**config.mk**
```make
export PLATFORM = sky130hd
export DESIGN_NAME = core_spread_cpu_order_top
export DESIGN_NICKNAME = d
export VERILOG_FILES = /design/src/rtl/core/csco_pkg.sv /design/src/rtl/core/csco_ram.sv /design/src/rtl/core/csco_scan.sv /design/src/rtl/core/core_spread_cpu_order_top.sv
export SDC_FILE = /design/constraint.sdc
export NUM_CORES = 1
export LEC_CHECK = 0
export CORE_MARGIN = 5
export CORE_UTILIZATION = 30
export DETAILED_ROUTE_END_ITERATION = 10
export DONT_BUFFER_PORTS = 1
export PLACE_DENSITY_LB_ADDON = 0.05
export SETUP_SLACK_MARGIN = 0.2
export SYNTH_ARGS = -nofsm -noshare
export SYNTH_HDL_FRONTEND = slang
export SYNTH_SLANG_ARGS = --single-unit
```
**constraint.sdc**
```tcl
create_clock -name clk -period 5.15 [get_ports clk]
set_input_delay 0.7725 -clock clk [delete_from_list [all_inputs] [get_ports clk]]
set_output_delay 0.7725 -clock clk [all_outputs]
set_load 0.01 [all_outputs]
```
**src/rtl/core/csco_pkg.sv**
```systemverilog
// ----------------------------------------------------------------------------
// csco_pkg
// Shared types and constants of the core spread CPU order block.
// ----------------------------------------------------------------------------
`default_nettype none

package csco_pkg;

	localparam int MAX_CPUS  = 64;
	localparam int MAX_CORES = 64;

	localparam int SLOT_W = 6;
	localparam int CORE_W = 6;
	localparam int ADDR_W = (MAX_CPUS > 1) ? $clog2(MAX_CPUS) : 1;
	localparam int CNT_W  = ADDR_W + 1;

	localparam logic [CORE_W-1:0] CORE_TOP = CORE_W'(MAX_CORES - 1);

	typedef enum logic [1:0] {
		ST_IDLE,
		ST_SCAN,
		ST_PICK
	} state_t;

	typedef struct packed {
		logic clear;
		logic valid;
		logic present;
		logic first;
	} scan_ctl_t;

endpackage

`default_nettype wire

```
**src/rtl/core/csco_ram.sv**
```systemverilog
// ----------------------------------------------------------------------------
// csco_ram
// Generic single-write, single-read RAM with registered read data.
// ----------------------------------------------------------------------------
`default_nettype none

module csco_ram #(
	parameter int WIDTH = 8,
	parameter int DEPTH = 64
) (
	input  wire logic                                      clk,
	input  wire logic                                      wr_en,
	input  wire logic [((DEPTH > 1) ? $clog2(DEPTH) : 1)-1:0] wr_addr,
	input  wire logic [WIDTH-1:0]                          wr_data,
	input  wire logic                                      rd_en,
	input  wire logic [((DEPTH > 1) ? $clog2(DEPTH) : 1)-1:0] rd_addr,
	output logic      [WIDTH-1:0]                          rd_data
);

	logic [WIDTH-1:0] mem_q [DEPTH];

	always_ff @(posedge clk) begin
		if (wr_en) begin
			mem_q[wr_addr] <= wr_data;
		end
		if (rd_en) begin
			rd_data <= mem_q[rd_addr];
		end
	end

endmodule

`default_nettype wire

```
**src/rtl/core/csco_scan.sv**
```systemverilog
// ----------------------------------------------------------------------------
// csco_scan
// Compare unit that walks the table one entry per cycle and keeps the best
// entry above the floor and the best entry overall.
// ----------------------------------------------------------------------------
`default_nettype none

module csco_scan (
	input  wire logic                            clk,
	input  wire logic                            arst_n,
	input  wire csco_pkg::scan_ctl_t             ctl,
	input  wire logic [csco_pkg::ADDR_W-1:0]     idx,
	input  wire logic [csco_pkg::CORE_W-1:0]     core,
	input  wire logic [csco_pkg::CORE_W-1:0]     floor_core,
	output logic                                 found,
	output logic      [csco_pkg::ADDR_W-1:0]     pick_idx,
	output logic      [csco_pkg::CORE_W-1:0]     pick_core
);

	logic                        ab_found_q;
	logic [csco_pkg::ADDR_W-1:0] ab_idx_q;
	logic [csco_pkg::CORE_W-1:0] ab_core_q;
	logic                        al_found_q;
	logic [csco_pkg::ADDR_W-1:0] al_idx_q;
	logic [csco_pkg::CORE_W-1:0] al_core_q;
	logic                        take_ab;
	logic                        take_al;

	always_comb begin
		take_ab = ctl.valid && ctl.present && (ctl.first || (core > floor_core))
			&& (!ab_found_q || (core < ab_core_q));
		take_al = ctl.valid && ctl.present && (!al_found_q || (core < al_core_q));
	end

	always_ff @(posedge clk or negedge arst_n) begin
		if (!arst_n) begin
			ab_found_q <= 1'b0;
			al_found_q <= 1'b0;
		end else if (ctl.clear) begin
			ab_found_q <= 1'b0;
			al_found_q <= 1'b0;
		end else begin
			if (take_ab) begin
				ab_found_q <= 1'b1;
			end
			if (take_al) begin
				al_found_q <= 1'b1;
			end
		end
	end

	always_ff @(posedge clk) begin
		if (take_ab) begin
			ab_idx_q  <= idx;
			ab_core_q <= core;
		end
		if (take_al) begin
			al_idx_q  <= idx;
			al_core_q <= core;
		end
	end

	assign found     = ab_found_q || al_found_q;
	assign pick_idx  = ab_found_q ? ab_idx_q : al_idx_q;
	assign pick_core = ab_found_q ? ab_core_q : al_core_q;

endmodule

`default_nettype wire

```
**src/rtl/core/core_spread_cpu_order_top.sv**
```systemverilog
// ----------------------------------------------------------------------------
// core_spread_cpu_order_top
// Loads a CPU-to-core table and emits the CPUs in core-spread order.
// ----------------------------------------------------------------------------
// Each input transaction stores one table entry. A transaction with tlast
// set starts the ordering run: every pick is one full pass of a single
// compare unit over the table RAM, one entry per cycle, and each pick
// waits in the pick state while the output is stalled. The input is not
// ready during a run. An output transaction is held in a register, so the
// next pass starts while it waits; m_tlast marks the last CPU of the run.
// ----------------------------------------------------------------------------
`default_nettype none

module core_spread_cpu_order_top (
	input  wire logic        clk,
	input  wire logic        arst_n,
	input  wire logic        s_tvalid,
	output logic             s_tready,
	input  wire logic [15:0] s_tdata,  // [5:0] cpu_slot, [11:6] core_number, zero pad
	input  wire logic        s_tlast,  // final_entry
	output logic             m_tvalid,
	input  wire logic        m_tready,
	output logic      [7:0]  m_tdata,  // [5:0] cpu_pick, zero pad
	output logic             m_tlast   // last_of_run
);

	csco_pkg::state_t                state_q;
	csco_pkg::state_t                state_d;
	logic [csco_pkg::CNT_W-1:0]      cnt_q;
	logic                            rd_valid_s1;
	logic [csco_pkg::ADDR_W-1:0]     addr_s1;
	logic                            first_q;
	logic [csco_pkg::CORE_W-1:0]     prev_q;
	logic [csco_pkg::MAX_CPUS-1:0]   mask_q;
	logic [csco_pkg::MAX_CPUS-1:0]   mask_load;
	logic [csco_pkg::MAX_CPUS-1:0]   mask_left;
	logic                            m_tvalid_q;
	logic [csco_pkg::SLOT_W-1:0]     pick_q;
	logic                            last_q;

	logic [csco_pkg::SLOT_W-1:0]     in_slot;
	logic [csco_pkg::CORE_W-1:0]     in_core;
	logic [csco_pkg::CORE_W-1:0]     core_sat;
	logic                            slot_ok;
	logic                            accept;
	logic                            issue;
	logic                            scan_done;
	logic                            out_free;
	logic                            load_out;
	logic                            pick_last;

	logic [csco_pkg::CORE_W-1:0]     rd_core;
	csco_pkg::scan_ctl_t             scan_ctl;
	logic                            pick_found;
	logic [csco_pkg::ADDR_W-1:0]     pick_idx;
	logic [csco_pkg::CORE_W-1:0]     pick_core;

	assign in_slot  = s_tdata[5:0];
	assign in_core  = s_tdata[11:6];
	assign core_sat = ({1'b0, in_core} >= 7'(csco_pkg::MAX_CORES)) ? csco_pkg::CORE_TOP
		: in_core;
	assign slot_ok  = {1'b0, in_slot} < 7'(csco_pkg::MAX_CPUS);
	assign accept   = s_tvalid && s_tready;
	assign scan_done = cnt_q == csco_pkg::CNT_W'(csco_pkg::MAX_CPUS);
	assign out_free = !m_tvalid_q || m_tready;

	always_comb begin
		mask_load = mask_q;
		if (slot_ok) begin
			mask_load[in_slot[csco_pkg::ADDR_W-1:0]] = 1'b1;
		end
		mask_left = mask_q;
		mask_left[pick_idx] = 1'b0;
		pick_last = mask_left == '0;
	end

	always_comb begin
		state_d = state_q;
		case (state_q)
			csco_pkg::ST_IDLE: begin
				if (accept && s_tlast && (mask_load != '0)) begin
					state_d = csco_pkg::ST_SCAN;
				end
			end
			csco_pkg::ST_SCAN: begin
				if (scan_done) begin
					state_d = csco_pkg::ST_PICK;
				end
			end
			csco_pkg::ST_PICK: begin
				if (out_free) begin
					state_d = pick_last ? csco_pkg::ST_IDLE : csco_pkg::ST_SCAN;
				end
			end
			default: state_d = csco_pkg::ST_IDLE;
		endcase
	end

	always_comb begin
		s_tready = 1'b0;
		issue    = 1'b0;
		load_out = 1'b0;
		case (state_q)
			csco_pkg::ST_IDLE: s_tready = 1'b1;
			csco_pkg::ST_SCAN: issue    = !scan_done;
			csco_pkg::ST_PICK: load_out = out_free;
			default: ;
		endcase
	end

	always_ff @(posedge clk or negedge arst_n) begin
		if (!arst_n) begin
			state_q     <= csco_pkg::ST_IDLE;
			cnt_q       <= '0;
			rd_valid_s1 <= 1'b0;
			first_q     <= 1'b1;
			mask_q      <= '0;
			m_tvalid_q  <= 1'b0;
		end else begin
			state_q     <= state_d;
			rd_valid_s1 <= issue;
			if (issue) begin
				cnt_q <= cnt_q + 1'b1;
			end else if (state_q != csco_pkg::ST_SCAN) begin
				cnt_q <= '0;
			end
			if (accept) begin
				mask_q  <= mask_load;
				first_q <= 1'b1;
			end
			if (load_out) begin
				mask_q  <= mask_left;
				first_q <= 1'b0;
			end
			if (load_out) begin
				m_tvalid_q <= 1'b1;
			end else if (m_tready) begin
				m_tvalid_q <= 1'b0;
			end
		end
	end

	always_ff @(posedge clk) begin
		if (issue) begin
			addr_s1 <= cnt_q[csco_pkg::ADDR_W-1:0];
		end
		if (load_out) begin
			prev_q <= pick_core;
			pick_q <= csco_pkg::SLOT_W'(pick_idx);
			last_q <= pick_last;
		end
	end

	csco_ram #(
		.WIDTH(csco_pkg::CORE_W),
		.DEPTH(csco_pkg::MAX_CPUS)
	) u_table (
		.clk    (clk),
		.wr_en  (accept && slot_ok),
		.wr_addr(in_slot[csco_pkg::ADDR_W-1:0]),
		.wr_data(core_sat),
		.rd_en  (issue),
		.rd_addr(cnt_q[csco_pkg::ADDR_W-1:0]),
		.rd_data(rd_core)
	);

	always_comb begin
		scan_ctl.clear   = (state_q == csco_pkg::ST_SCAN) && (cnt_q == '0);
		scan_ctl.valid   = rd_valid_s1;
		scan_ctl.present = mask_q[addr_s1];
		scan_ctl.first   = first_q;
	end

	csco_scan u_scan (
		.clk       (clk),
		.arst_n    (arst_n),
		.ctl       (scan_ctl),
		.idx       (addr_s1),
		.core      (rd_core),
		.floor_core(prev_q),
		.found     (pick_found),
		.pick_idx  (pick_idx),
		.pick_core (pick_core)
	);

	assign m_tvalid = m_tvalid_q;
	assign m_tdata  = {2'b00, pick_q};
	assign m_tlast  = last_q;

	a_pick_found: assert property (@(posedge clk) disable iff (!arst_n)
		state_q == csco_pkg::ST_PICK |-> pick_found)
		else $error("no entry found at pick");

	a_scan_nonempty: assert property (@(posedge clk) disable iff (!arst_n)
		state_q == csco_pkg::ST_SCAN |-> mask_q != '0)
		else $error("scan with empty table");

	a_run_clears: assert property (@(posedge clk) disable iff (!arst_n)
		load_out && pick_last |=> mask_q == '0 && state_q == csco_pkg::ST_IDLE)
		else $error("table not empty after run");

	a_out_from_pick: assert property (@(posedge clk) disable iff (!arst_n)
		$rose(m_tvalid) |-> $past(state_q) == csco_pkg::ST_PICK)
		else $error("output raised outside pick");

endmodule

`default_nettype wire
```
==> impl_summary.log <==
[metrics] status: finished, final reports clean
[metrics] Clock Power Share: 0.337
[metrics] number of design-rule violations left by the first detailed-router iteration: 1045
[metrics] register area share after synthesis: 0.694
[metrics] Switching Power: 0.00400 W
[metrics] global placement routability congestion: 0.785
[metrics] proportion of layout cells with a drive suffix above 1: 0.215
[metrics] register share of total power: 0.409
[metrics] flip-flop count of the largest register after layout: about 380
[metrics] number of iterations in the first detailed-routing pass: 5
[metrics] clock root buffer: clkbuf_16
[metrics] number of buffers inserted by port buffering: 0
[metrics] number of sinks handled by clock tree synthesis: 511
[metrics] Final ANT Viol Nets: 0
[metrics] Power Density: ~530 nW/um^2
[metrics] internal power contribution: between 0.009 and 0.01 W
[metrics] GRT Overall Usage: 0.159
[metrics] switching part of the total power: 0.307
[metrics] Inserted Clock Buffers: 58
[metrics] Clock H-tree levels: 2
[metrics] critical path required time: around 5.5 ns
[metrics] Logic pwr share: 0.254
[metrics] number of warnings issued by yosys: 0
[metrics] data arrival time of the worst path: 3.71 ns
[metrics] clock latency on the worst-skew pair: between 0.6 and 0.7 ns
[metrics] Yosys top cell by area: edfxtp_1
[metrics] Max Clk Rate: 295 MHz
[metrics] relative slew slack: 0.269
[metrics] synth-to-layout area growth: 14.8%
[metrics] Post-Route WL: between 60 and 70 mm
[metrics] largest registers: u_table.mem_q: 384 flops, mask_q: 64 flops, cnt_q: 7 flops
[metrics] async set-or-reset flop fraction in the synthesized netlist: 0.153
[metrics] startpoint class of the critical path: register
[metrics] horizontal die dimension: 278 um
[metrics] synthesized instance count: 1260
[metrics] largest driver fanout on the critical path: 18
[metrics] initial cell density of the core: 0.302
[metrics] routed wirelength normalized by instance count: 27.4 um
[metrics] hpwl dp: 39.0 mm
[metrics] Die Outline Area: 77300 sq um
[metrics] Rows: 98
[metrics] number of vias after detailed routing: 11675
[metrics] transition time at the pin with the least slew margin: 1.10 ns
[metrics] antenna violations before repair: 1
[metrics] kind of end point of the critical path: register
[metrics] unrepaired setup endpoints after global routing: no
[metrics] Final Hold Fails: 0
[metrics] DRC: 0
[metrics] first-pass GRT wire length: 90.1 mm
[metrics] clock period minus final worst setup slack: about 3.4 ns
[metrics] number of I/O pins: 32
[metrics] leakage component of the power: approximately 8 nW
[metrics] cells taking the most area after synthesis: edfxtp_1, mux4_2, dfrtp_1
[metrics] Std-Cell Core Area: around 71000 sq um
[metrics] Hold/Removal Path Class: input port to asynchronous set/reset pin
[metrics] Worst Setup Path Type: register to register
[metrics] Clock Pin Slew Worst Setup and Hold Paths: 0.06 ns
[metrics] netlist area before placement: 21600 sq um
[metrics] Yosys reg bits: 511
[metrics] pin count of the biggest net entering global routing: 79
[metrics] final-report max-slew violation count: 0
[metrics] overflow left after global routing: 0
[metrics] share of the synthesized area in the top cell type: 0.603
[metrics] TritonCTS clock tree: done
[metrics] Yosys cell types: 55
[metrics] buffers inserted during post-CTS setup optimization: 0
[metrics] largest vdd supply drop: 0.248 mV
[metrics] Post-Route Skew: 0.0209 ns
[metrics] number of nets in the layout: 1315
[metrics] final period utilization: 0.658
[metrics] number of global-route vias before repair: 12086
[metrics] worst-case hold slack: 0.0364 ns
[metrics] prevailing post-synth register cell: edfxtp_1
[metrics] number of enable-type register cells in the synthesized netlist: 433
[metrics] average via count per standard cell: slightly above 5
[metrics] mean post-synth cell area: 17.1 sq um
[metrics] number of max-cap violations: 0
[metrics] largest register by flop count: u_table.mem_q
[metrics] cell depth of the worst flop-to-flop path: 7
[metrics] Tot Pwr: 0.0130 W
[metrics] endpoints failing setup: 0
[metrics] Chip Height: between 200 and 300 um
[metrics] sum of negative setup slack: 0 ns
[metrics] maximum clock path buffer count: 3
[metrics] core utilization of the finished layout: 0.347
[Yosys cell counts (6+ instances only)]
master	number
nor2_1	86
ha_1	18
dfrtp_1	77
nor2b_1	10
buf_1	8
o22a_1	19
mux4_2	144
mux2_2	6
nand2_1	30
clkbuf_1	49
nand4_1	16
edfxtp_1	433
nor3_1	22
o21ai_0	152
inv_1	23
o31ai_1	8
a21o_1	10
buf_2	15
a31oi_1	6
nand2b_1	17
nand3_1	12
buf_4	9
a21oi_1	14
[repair_timing]
item,CTS,global route
hold endpoints to repair,78,0
hold buffers,1,0
gates resized for setup,0,0
setup endpoints to repair,0,0
[logic make-up after synthesis]
logic type | synth area share
simple gates | 0.0547
flops | 0.694
mux | 0.154
xor+xnor | 0.00203
compound gates | 0.0641
fa+ha+maj | 0.0104
other cells | 0.000174
buf+inv | 0.0211
[cell type report]
type | instances | area [sq um]
Antenna cell | 1 | 2.50
Clock buffer | 70 | 1530
Clock inverter | 34 | 484
Fill cell | 6852 | 46600
Inverter | 23 | 86.3
Multi-Input combinational cell | 645 | 6170
Sequential cell | 511 | 15000
Tap cell | 950 | 1190
Timing Repair Buffer | 37 | 323
[placed cells by master, fill, tap and decap left out, types with 19 or more instances in the layout]
master,n
edfxtp_1,433
o21ai_0,152
mux4_2,144
nor2_1,86
dfrtp_1,74
clkbuf_16,59
buf_4,34
nand2_1,30
inv_1,23
nor3_1,22
o22a_1,19
[routing by layer]
metal,GRT usage,vias up,part of all wire,wire length (um)
met2,0.258,262,0.48,29800
met1,0.223,6215,0.45,28300
met5,0,-,0,0
li1,-,5097,-,-
met3,0.0279,101,0.042,2630
met4,0.0418,0,0.025,1530
[worst max-delay path: stages (launching register included)]
cell and delay [ns]:
edfxtp_1 0.98, mux4_2 0.38, mux4_2 0.25, o21ai_0 0.07, o22ai_1 0.37, o21ai_1 0.16, a21oi_1 0.56, buf_4 0.28
[final timing paths]
| kind | start | endpoint | slack (ns) |
|---|---|---|---|
| max in group asynchronous | arst_n | cnt_q[0] | 4.69 |
| setup reg to reg | addr_s1[1] | u_scan.ab_idx_q[1] | 1.76 |
| setup / recovery | addr_s1[1] | u_scan.ab_idx_q[1] | 1.76 |
| hold / removal | arst_n | mask_q[7] | 0.04 |
| hold reg to reg | first_q | first_q | 0.50 |
| min in group clk | s_tdata[9] | u_table.mem_q[63][3] | 0.24 |
[stage by stage]
step                area [sq um]  instances  setup WS, ns
finish                     24700       2271          1.76
global route               24700       2270          1.50
CTS                        24700       2270          1.61
detailed placement         22700       2165          1.61
global placement           22700       2165          1.69
floorplan                  21600       1261          2.25
[power groups by stage]
stage	Combinational (W)	Clock, W	Sequential [W]
after global placement	0.00337	0	0.00543
after CTS	0.00339	0.00452	0.00535
after global routing	0.00355	0.00471	0.00540
final	0.00331	0.00439	0.00533
after floorplan	0.00246	0	0.00504
after detailed placement	0.00337	0	0.00544
Power figures use the tool's default switching activity.
